## src/sv/pqts_ram.sv

```systemverilog
// pqts_ram: generic single-write, single-read memory with registered read data.
// No dependencies.

module pqts_ram #(
   parameter int  WIDTH = 32,
   parameter int  DEPTH = 16,
   localparam int AW    = $clog2(DEPTH)
) (
   input  logic             clock,
   input  logic             wr_en,
   input  logic [AW-1:0]    wr_addr,
   input  logic [WIDTH-1:0] wr_data,
   input  logic [AW-1:0]    rd_addr,
   output logic [WIDTH-1:0] rd_data
);

   logic [WIDTH-1:0] mem_ff [DEPTH];
   logic [WIDTH-1:0] rd_data_ff;

   always_ff @(posedge clock) begin
      if (wr_en) begin
         mem_ff[wr_addr] <= wr_data;
      end
      rd_data_ff <= mem_ff[rd_addr];
   end

   assign rd_data = rd_data_ff;

endmodule

```

## config.mk

```make
export PLATFORM = sky130hd
export DESIGN_NAME = pqts_ram
export DESIGN_NICKNAME = d
export VERILOG_FILES = /design/src/sv/pqts_ram.sv
export SDC_FILE = /design/constraint.sdc
export NUM_CORES = 1
export LEC_CHECK = 0
export ABC_AREA = 1
export ABC_CLOCK_PERIOD_IN_PS = 2940
export BUFFER_PORTS_ARGS = -buffer_cell sky130_fd_sc_hd__buf_2
export CAP_MARGIN = 40
export CORE_MARGIN = 2
export CORE_UTILIZATION = 35
export DETAILED_ROUTE_END_ITERATION = 16
export HOLD_SLACK_MARGIN = 0.03
export PLACE_DENSITY = 0.56
export SETUP_SLACK_MARGIN = 0.1
export SYNTH_ARGS = -nofsm -noshare
export SYNTH_HDL_FRONTEND = slang
export SYNTH_SLANG_ARGS = --single-unit
```

## constraint.sdc

```tcl
create_clock -name clock -period 2.94 [get_ports clock]
set_clock_uncertainty 0.2 [all_clocks]
set_input_delay 0.588 -clock clock [delete_from_list [all_inputs] [get_ports clock]]
set_output_delay 0.588 -clock clock [all_outputs]
set_load 0.05 [all_outputs]
```

==> out/results.ini, run 1 <==
[outcome]
status=completed

[placement]
hpwl_mm=26.4
gp_congestion=0.724
io_buffers=73
placed_area_mm2=0.0242

[synthesis]
synth_edf_count=512
seq_area_frac_synth=0.705
synth_area_mm2=0.0227
synth_warnings=0
async_flop_share=0
synth-seq-cells=544
synth.top_cell.area_share=0.676
ys.flop_type=edfxtp_1
yosys.cell_types.count=15
synth_common_cells=677 x nand2_1, 512 x edfxtp_1, 388 x inv_1
avgSynthCellArea_um2=10.7
synthTopCellsByArea=edfxtp_1 68%, nand2_1 11%, nand3_1 8.5%, inv_1 6.4%, dfxtp_1 2.8%
synth_area_leader_cell=edfxtp_1
yosys.cell_count.top_type=nand2_1
synth_nets=2162
synth_cells=2120

[routing]
postRouteAntennaNets=0
viasPerCell=4.65
routed_wl_mm=52.4
route.detailed.drc=0
drt_iter0_drc=1150
wl_per_cell_um=17.0
dr.pass1.iters=5
route.vias.total=14300

[cts]
cts_resized=0
htreeDepth=2
post-cts-setup-buffer-count=0
cts_tree=done
cts.hold.buffers_added=0
clock_path_buffers=3
clk_latency_ns=0.61
clk_pin_slew_worst_paths_ns=0.06
cts_sinks=544
clockRootBuffer=clkbuf_16
cts_inserted_buffers=58

[global_route]
antenna_found_initial=1
grt_usage=0.158
grt_max_degree=113
grt_pass1_vias=14000
grt_overflow_total=0
grt_pass1_wl_mm=81.1

[worst_setup_path]
path_buf_inv=1
reg2reg_slack_ns=1.71
crit_type=reg2out
worstPathMaxFanout=1
cp_slowest_stage_delay_ns=0.45
end_kind=output port
cp.required_ns=2.15
worstSetupStartpointType=flip-flop
worstPathCellList=buf_2
arrival_ns=1.38
crit_path_top_delay_cell=dfxtp_1
crit_family=flip-flops

[floorplanning]
rows=93
die_y_um=259
start_util=0.353
core-area_mm2=0.0643
dieArea_mm2=0.0670
die_w_um=259
ios=74

[sta]
fmax_mhz=462
worst_slew_pin_slew_ns=0.838
relSlewSlack=0.441
period_share=0.737
finalSetupTns_ns=0
rsz0062_at_grt=no
fin_crit_ns=2.17
finalSetupViolations=0
timing_hold_violations_final=0
finalMaxSlewViolations=0

[flow_run]
maxCapViolCount=0

[final_layout]
nets=2226
area_growth_pct=15.0
final_area_mm2=0.0261
drive_gt1_frac=0.0990
n_antenna_cell=0
n_fill_cell=5998

[pwr]
ir_worst_vdd_uv=543
p_leak_nw=11.0
powerDensity_mw_per_mm2=662

[hold_path]
hp-class=in2reg

-- cell usage in the layout (no fill, tap or decap), types with 7 or more instances in the layout --
cell type,instances
buf_12,25
clkinv_2,14
clkbuf_16,59
bufinv_16,7
dfxtp_1,32
clkinv_1,7
clkbuf_8,7
nand2_1,677
clkbuf_1,10
nand3_1,385
nor2_4,16
inv_1,386
buf_2,70
edfxtp_1,512
buf_4,13
-- per-stage QoR --
step	std cells	setup slack (ns)	power [mW]	hold WS, ns	utilization
after CTS	3088	0.772	17.5	0.112	0.406
after floorplan	2120	0.159	9.65	0.407	-
after global placement	2979	0.620	10.0	0.432	0.376
after detailed placement	2979	0.571	10.1	0.435	0.376
after global routing	3088	0.722	17.9	0.136	0.406
final	3088	0.773	17.3	0.142	0.406
-- per-layer routing --
metal | GRT usage | part of all wire
met2 | 0.257 | 0.47
met4 | 0.0456 | 0.022
met1 | 0.217 | 0.45
met5 | 0 | 0.00027
met3 | 0.0273 | 0.064
-- flip-flops by register name, indices dropped and copies added (netlist names) --
name and count:
mem_ff 512, rd_data 32
-- where the power goes --
part           switching (mW)  internal (mW)  leakage (nW)
Combinational           0.862          0.297          5.13
Sequential             0.0519           8.67          4.90
Clock                    2.99           4.43         0.960
-- cells by family (layout without fill, tap and decap cells) --
| family | Yosys count | in the layout | synth area share |
|---|---|---|---|
| buffers and inverters | 495 | 608 | 0.0954 |
| and+or+nand+nor | 1081 | 1081 | 0.200 |
| DFF | 544 | 544 | 0.705 |
-- final cells by class --
class / count / area, um2 / area share
Sequential cell: 544 / 16000 / 0.613
Multi-Input combinational cell: 1081 / 4670 / 0.179
Clock buffer: 75 / 1600 / 0.0611
Inverter: 390 / 1470 / 0.0563
Tap cell: 855 / 1070 / 0.0409
Timing Repair Buffer: 109 / 962 / 0.0368
Clock inverter: 34 / 355 / 0.0136
-- final timing paths --
kind / from / endpoint / cells past startpoint
setup / recovery: rd_data[10] / rd_data[10] / 1
hold / removal: wr_data[6] / mem_ff[13][6] / 1
setup reg to reg: mem_ff[1][27] / rd_data[27] / 6
hold reg to reg: mem_ff[10][12] / rd_data[12] / 6
(Power assumes the default switching activity.)
==> run 2: changes to the inputs <==
--- a/config.mk
+++ b/config.mk
@@ -5,15 +5,15 @@
 export SDC_FILE = /design/constraint.sdc
 export NUM_CORES = 1
 export LEC_CHECK = 0
-export ABC_AREA = 1
-export ABC_CLOCK_PERIOD_IN_PS = 2940
+export ABC_AREA = 0
+export ABC_CLOCK_PERIOD_IN_PS = 1900
 export BUFFER_PORTS_ARGS = -buffer_cell sky130_fd_sc_hd__buf_2
 export CAP_MARGIN = 40
 export CORE_MARGIN = 2
 export CORE_UTILIZATION = 35
 export DETAILED_ROUTE_END_ITERATION = 16
 export HOLD_SLACK_MARGIN = 0.03
-export PLACE_DENSITY = 0.56
+export PLACE_DENSITY = 0.58
 export SETUP_SLACK_MARGIN = 0.1
 export SYNTH_ARGS = -nofsm -noshare
 export SYNTH_HDL_FRONTEND = slang
==> constraint.sdc (replaced) <==
create_clock -name clock -period 1.9 [get_ports clock]
set_clock_uncertainty 0.2 [all_clocks]
set_input_delay 0.38 -clock clock [delete_from_list [all_inputs] [get_ports clock]]
set_output_delay 0.38 -clock clock [all_outputs]
set_load 0.05 [all_outputs]
==> out/results.ini, run 2 <==
[outcome]
status=completed  ; unchanged

[sta]
holdWs_ns=0.126  ; was 0.142 ns
finalSetupTns_ns=0  ; unchanged
relSlewSlack=0.721  ; was 0.441
period_share=0.921
fin_crit_ns=1.75
finalSetupViolations=0  ; unchanged
timing_hold_violations_final=0  ; unchanged
finalMaxSlewViolations=0  ; unchanged
fmax_mhz=571
worst_slew_pin_slew_ns=0.419  ; was 0.838 ns
setup_ws_ns=0.150  ; was 0.773 ns
rsz0062_at_grt=no  ; unchanged

[synthesis]
synth_cells=838  ; was 2,120
yosys.cell_count.top_type=edfxtp_1  ; was nand2_1
synth_warnings=0  ; unchanged
synth_edf_count=512  ; unchanged
ys.flop_type=edfxtp_1  ; unchanged
synth_common_cells=512 x edfxtp_1, 128 x mux4_2, 64 x a22oi_1  ; was 677 x nand2_1, 512 x edfxtp_1, 388 x inv_1
synth.top_cell.area_share=0.774  ; was 0.676
synthTopCellsByArea=edfxtp_1 77%, mux4_2 15%, dfxtp_1 3.2%, a22oi_1 2.4%, nand2_1 0.62%  ; was edfxtp_1 68%, nand2_1 11%, nand3_1 8.5%, inv_1 6.4%, dfxtp_1 2.8%
synth-seq-cells=544  ; unchanged
yosys.cell_types.count=18  ; was 15
avgSynthCellArea_um2=23.7  ; was 10.7 um2
seq_area_frac_synth=0.807  ; was 0.705
synth_area_leader_cell=edfxtp_1  ; unchanged
async_flop_share=0  ; unchanged
synth_nets=880  ; was 2,162
synth_area_mm2=0.0199  ; was 0.0227 mm2

[final_layout]
fin_util=0.437  ; was 0.406
nets=1083  ; was 2,226
area_growth_pct=24.0  ; was 15.0%
final_area_mm2=0.0246  ; was 0.0261 mm2
largest_reg_flops=512  ; unchanged
top_register=mem_ff  ; unchanged
stdcell_count=1845  ; was 3,088
final_cell_mix=512 x edfxtp_1, 128 x mux4_2, 64 x a22oi_1, 55 x buf_12, 54 x clkbuf_16  ; was 677 x nand2_1, 512 x edfxtp_1, 386 x inv_1, 385 x nand3_1, 70 x buf_2
final_common_cell=edfxtp_1  ; was nand2_1
drive_gt1_frac=0.364  ; was 0.0990

[pwr]
powerDensity_mw_per_mm2=1040  ; was 662 mW/mm2
power.share.combinational=0.068  ; was 0.067
p_clk_frac=0.403  ; was 0.429
ir_worst_vdd_uv=590  ; was 543 uV
p_leak_nw=7.98  ; was 11.0 nW
internal-power_mw=19.9  ; was 13.4 mW
netSwitchingFraction=0.221  ; was 0.226
fin_total_pwr_mw=25.6  ; was 17.3 mW
seqPwrFrac=0.529  ; was 0.504
p_sw_mw=5.64  ; was 3.90 mW

[cts]
cts_tree=done  ; unchanged
htreeDepth=2  ; unchanged
clockRootBuffer=clkbuf_16  ; unchanged
cts_sinks=544  ; unchanged
clk_latency_ns=0.61  ; about the same
clk_pin_slew_worst_paths_ns=0.06  ; about the same
cts_inserted_buffers=54  ; was 58
clock_path_buffers=3  ; unchanged

[global_route]
grt_pass1_vias=9956  ; was 14,000
grt_overflow_total=0  ; unchanged
antenna_found_initial=3  ; was 1
grt_usage=0.157  ; was 0.158
grt_max_degree=33  ; was 113
grt_pass1_wl_mm=67.4  ; was 81.1 mm

[flow_run]
maxCapViolCount=0  ; unchanged

[placement]
gp_congestion=0.694  ; was 0.724
hpwl_mm=26.0  ; was 26.4 mm
placed_area_mm2=0.0225  ; was 0.0242 mm2
pre_cts_ws_ns=-0.319  ; was 0.571 ns
dpl.cell_count=1709  ; was 2,979
io_buffers=73  ; unchanged

[worst_setup_path]
end_kind=output port  ; unchanged
crit_type=reg2out  ; unchanged
worstSetupStartpointType=flip-flop  ; unchanged
worstPathMaxFanout=1  ; unchanged
cp_slowest_stage_delay_ns=0.38  ; was 0.45 ns
crit_family=flip-flops  ; unchanged
worstPathCellList=buf_6  ; was buf_2
startpoint=rd_data[4]  ; was rd_data[10]
path_buf_inv=1  ; unchanged
r2r-start=mem_ff[3][15]  ; was mem_ff[1][27]
crit_path_top_delay_cell=dfxtp_1  ; unchanged
arrival_ns=1.17  ; was 1.38 ns
cp.required_ns=1.32  ; was 2.15 ns

[routing]
postRouteAntennaNets=0  ; unchanged
route.detailed.drc=0  ; unchanged
dr.pass1.iters=5  ; unchanged
route.vias.total=9323  ; was 14,300
wl_per_cell_um=24.9  ; was 17.0 um
viasPerCell=5.05  ; was 4.65
routed_wl_mm=45.9  ; was 52.4 mm
drt_iter0_drc=875  ; was 1,150

[floorplanning]
rows=87  ; was 93
ios=74  ; unchanged
die_w_um=242  ; was 259 um
die_y_um=242  ; was 259 um
core-area_mm2=0.0563  ; was 0.0643 mm2
start_util=0.353  ; about the same
dieArea_mm2=0.0586  ; was 0.0670 mm2

[hold_path]
hp-class=in2reg  ; unchanged
worstHoldStart=rd_addr[0]  ; was wr_data[6]

[run 2: cell types whose count changed in the layout (fill, tap and decap cells not counted), moves of 10 or more]
cell,before,now
a22oi_1,0,64
buf_12,25,55
buf_2,70,48
buf_4,13,44
buf_6,0,10
dlygate4sd3_1,0,32
inv_1,386,0
mux4_2,0,128
nand2_1,677,33
nand3_1,385,0
[run 2: power groups by stage]
| stage | logic, mW | clock network [mW] | registers, mW |
|---|---|---|---|
| 6_report | 1.73 | 10.3 | 13.5 |
| 5_1_grt | 1.84 | 11.0 | 13.5 |
| 4_1_cts | 1.76 | 10.6 | 13.5 |
| 3_5_place_dp | 1.65 | 0 | 13.8 |
| 3_3_place_gp | 1.63 | 0 | 13.8 |
| 2_1_floorplan | 0.680 | 0 | 14.0 |
[run 2: layout make-up]
type | count | area, um2
Fill cell | 4800 | 31700
Timing Repair Buffer | 190 | 2120
Tap cell | 756 | 946
Multi-Input combinational cell | 251 | 3790
Clock inverter | 31 | 248
Antenna cell | 2 | 5.00
Clock buffer | 71 | 1480
Sequential cell | 544 | 16000
[run 2: path summary, 6_finish.rpt]
| check | end | slack [ns] | cells after the start |
|---|---|---|---|
| worst max-delay path | rd_data[4] | 0.15 | 1 |
| worst min-delay path | rd_data[11] | 0.13 | 4 |
| worst max register to register | rd_data[15] | 0.26 | 3 |
| worst min register to register | rd_data[4] | 0.47 | 3 |
[run 2: what timing repair did]
| action | in CTS | in global routing |
|---|---|---|
| endpoints found under the setup margin | 23 | 2 |
| buffers inserted | 0 | 0 |
| endpoints found under the hold margin | 512 | 0 |
| hold buffers | 32 | 0 |
| gates resized for setup | 37 | 2 |
[run 2: layer usage]
metal	GRT usage	share of wire
met5	0	0.00031
met4	0.0341	0.015
met3	0.0316	0.052
met2	0.271	0.51
met1	0.206	0.42
[run 2: logic make-up after synthesis]
logic type / count (synthesis) / share of synthesized area
flip-flops: 544 / 0.807
multiplexers: 128 / 0.145
AO/OA/AOI/OAI: 64 / 0.0242
AND/OR/NAND/NOR: 59 / 0.0127
buffers and inverters: 43 / 0.0112
==> run 3: changes to the inputs <==
==> constraint.sdc (replaced) <==
create_clock -name clock -period 1.9 [get_ports clock]
set_clock_uncertainty 0.2 [all_clocks]
set_input_delay 0.095 -clock clock [delete_from_list [all_inputs] [get_ports clock]]
set_output_delay 0.095 -clock clock [all_outputs]
set_load 0.05 [all_outputs]
==> out/results.ini, run 3 (synthesized netlist as in run 2, its figures left out) <==
[pwr]
internal-power_mw=20.0  ; was 19.9 mW
netSwitchingFraction=0.211  ; was 0.221
ir_worst_vdd_uv=641  ; was 590 uV
p_clk_frac=0.404  ; was 0.403
p_sw_mw=5.36  ; was 5.64 mW
powerDensity_mw_per_mm2=1050  ; was 1040 mW/mm2
seqPwrFrac=0.532  ; was 0.529
p_leak_nw=7.75  ; was 7.98 nW
power.share.combinational=0.064  ; was 0.068

[worst_setup_path]
end_kind=flip-flop  ; was output port
arrival_ns=2.00  ; was 1.17 ns
worstPathMaxFanout=10  ; was 1
cp.required_ns=2.15  ; was 1.32 ns
worstSetupStartpointType=input pin  ; was flip-flop
crit_type=in2reg  ; was reg2out

[floorplanning]
rows=87  ; unchanged
core-area_mm2=0.0563  ; unchanged
start_util=0.353  ; unchanged
die_w_um=242  ; unchanged
ios=74  ; unchanged
dieArea_mm2=0.0586  ; unchanged
die_y_um=242  ; unchanged

[final_layout]
final_common_cell=edfxtp_1  ; unchanged
n_fill_cell=4826  ; was 4,800
largest_reg_flops=512  ; unchanged
top_register=mem_ff  ; unchanged
stdcell_count=1820  ; was 1,845
final_cell_mix=512 x edfxtp_1, 128 x mux4_2, 71 x buf_2, 61 x a22oi_1, 59 x clkbuf_16  ; was 512 x edfxtp_1, 128 x mux4_2, 64 x a22oi_1, 55 x buf_12, 54 x clkbuf_16
drive_gt1_frac=0.335  ; was 0.364
nets=1060  ; was 1,083
area_growth_pct=21.5  ; was 24.0%

[cts]
cts_inserted_buffers=54  ; unchanged
clk_pin_slew_worst_paths_ns=0.06  ; about the same
clk_latency_ns=0.58  ; was 0.61 ns
clockRootBuffer=clkbuf_16  ; unchanged
cts_sinks=544  ; unchanged
htreeDepth=2  ; unchanged
clock_path_buffers=3  ; unchanged
cts_tree=done  ; unchanged

[sta]
worst_slew_pin_slew_ns=0.596  ; was 0.419 ns
finalSetupViolations=0  ; unchanged
finalMaxSlewViolations=0  ; unchanged
relSlewSlack=0.603  ; was 0.721
timing_hold_violations_final=0  ; unchanged
holdWs_ns=0.0354  ; was 0.126 ns
period_share=0.922  ; was 0.921
rsz0062_at_grt=yes  ; was no
fin_crit_ns=1.75  ; about the same
fmax_mhz=571  ; about the same

[routing]
postRouteAntennaNets=0  ; unchanged
drt_iter0_drc=820  ; was 875
viasPerCell=5.09  ; was 5.05
route.vias.total=9262  ; was 9,323
top_layer=met5  ; unchanged
met2_length_mm=19.9  ; was 23.4 mm
route.detailed.drc=0  ; unchanged
wl_met3_mm=2.52  ; was 2.40 mm
routed_wl_mm=42.9  ; was 45.9 mm
wl_per_cell_um=23.6  ; was 24.9 um
wl_met1_mm=19.9  ; was 19.4 mm
dr.pass1.iters=5  ; unchanged

[global_route]
grt_max_degree=39  ; was 33
antenna_found_initial=3  ; unchanged
grt_usage=0.146  ; was 0.157
grt_pass1_vias=9720  ; was 9,956
grt_overflow_total=0  ; unchanged
grt_pass1_wl_mm=63.5  ; was 67.4 mm

[outcome]
status=completed  ; unchanged

[placement]
dpl.cell_count=1671  ; was 1,709
gp_congestion=0.684  ; was 0.694
hpwl_mm=22.0  ; was 26.0 mm
io_buffers=73  ; unchanged

[hold_path]
hp-class=in2reg  ; unchanged

[flow_run]
maxCapViolCount=0  ; unchanged

-- run 3: metrics by stage --
| step | TNS (ns) | instance area, um2 | worst slack [ns] | total power, mW | util |
|---|---|---|---|---|---|
| floorplan | -18.87 | 20000 | -0.282 | 14.7 | - |
| global placement | 0 | 21900 | 0.0619 | 15.3 | 0.389 |
| detailed placement | 0 | 21900 | 0.0938 | 15.3 | 0.389 |
| CTS | 0 | 24000 | 0.113 | 25.6 | 0.426 |
| global route | 0 | 24100 | 0.0861 | 26.2 | 0.429 |
| finish | 0 | 24100 | 0.149 | 25.4 | 0.429 |
-- run 3: critical path: stages --
cell	delay (ns)
dlygate4sd3_1	0.57
buf_8	0.16
buf_12	0.17
buf_16	0.15
mux4_2	0.51
a22oi_2	0.20
nand2_1	0.11
-- run 3: cell type report --
| class | instances | area (um2) | area share |
|---|---|---|---|
| Clock buffer | 75 | 1520 | 0.0632 |
| Multi-Input combinational cell | 251 | 3790 | 0.157 |
| Tap cell | 756 | 946 | 0.0392 |
| Antenna cell | 1 | 2.50 | 0.000104 |
| Clock inverter | 26 | 198 | 0.00820 |
| Timing Repair Buffer | 167 | 1650 | 0.0682 |
| Sequential cell | 544 | 16000 | 0.664 |
-- run 3: worst paths after layout --
kind	startpoint	endpoint	slack, ns	cells past startpoint
max	rd_addr[0]	rd_data[21]	0.15	7
min	rd_addr[1]	rd_data[31]	0.04	5
max reg2reg	mem_ff[11][17]	rd_data[17]	0.37	3
min reg2reg	mem_ff[15][20]	rd_data[20]	0.46	3
-- run 3: power groups by stage --
stage | Clock [mW] | Sequential (mW) | Combinational, mW
after floorplan | 0 | 14.0 | 0.656
after global placement | 0 | 13.8 | 1.51
after detailed placement | 0 | 13.8 | 1.54
after CTS | 10.5 | 13.5 | 1.60
after global routing | 10.9 | 13.5 | 1.73
final | 10.3 | 13.5 | 1.62
-- run 3: what timing repair did --
action,4_1_cts,5_1_grt
setup endpoints to repair,0,10
gates resized for setup,0,9
hold buffers,37,0
hold endpoints to repair,554,0
setup buffers,0,8
-- run 3: metal layers --
| metal | GRT usage | vias to the layer above |
|---|---|---|
| met2 | 0.224 | 296 |
| met4 | 0.0340 | 4 |
| li1 | - | 3935 |
| met5 | 0 | - |
| met3 | 0.0251 | 56 |
| met1 | 0.218 | 4971 |
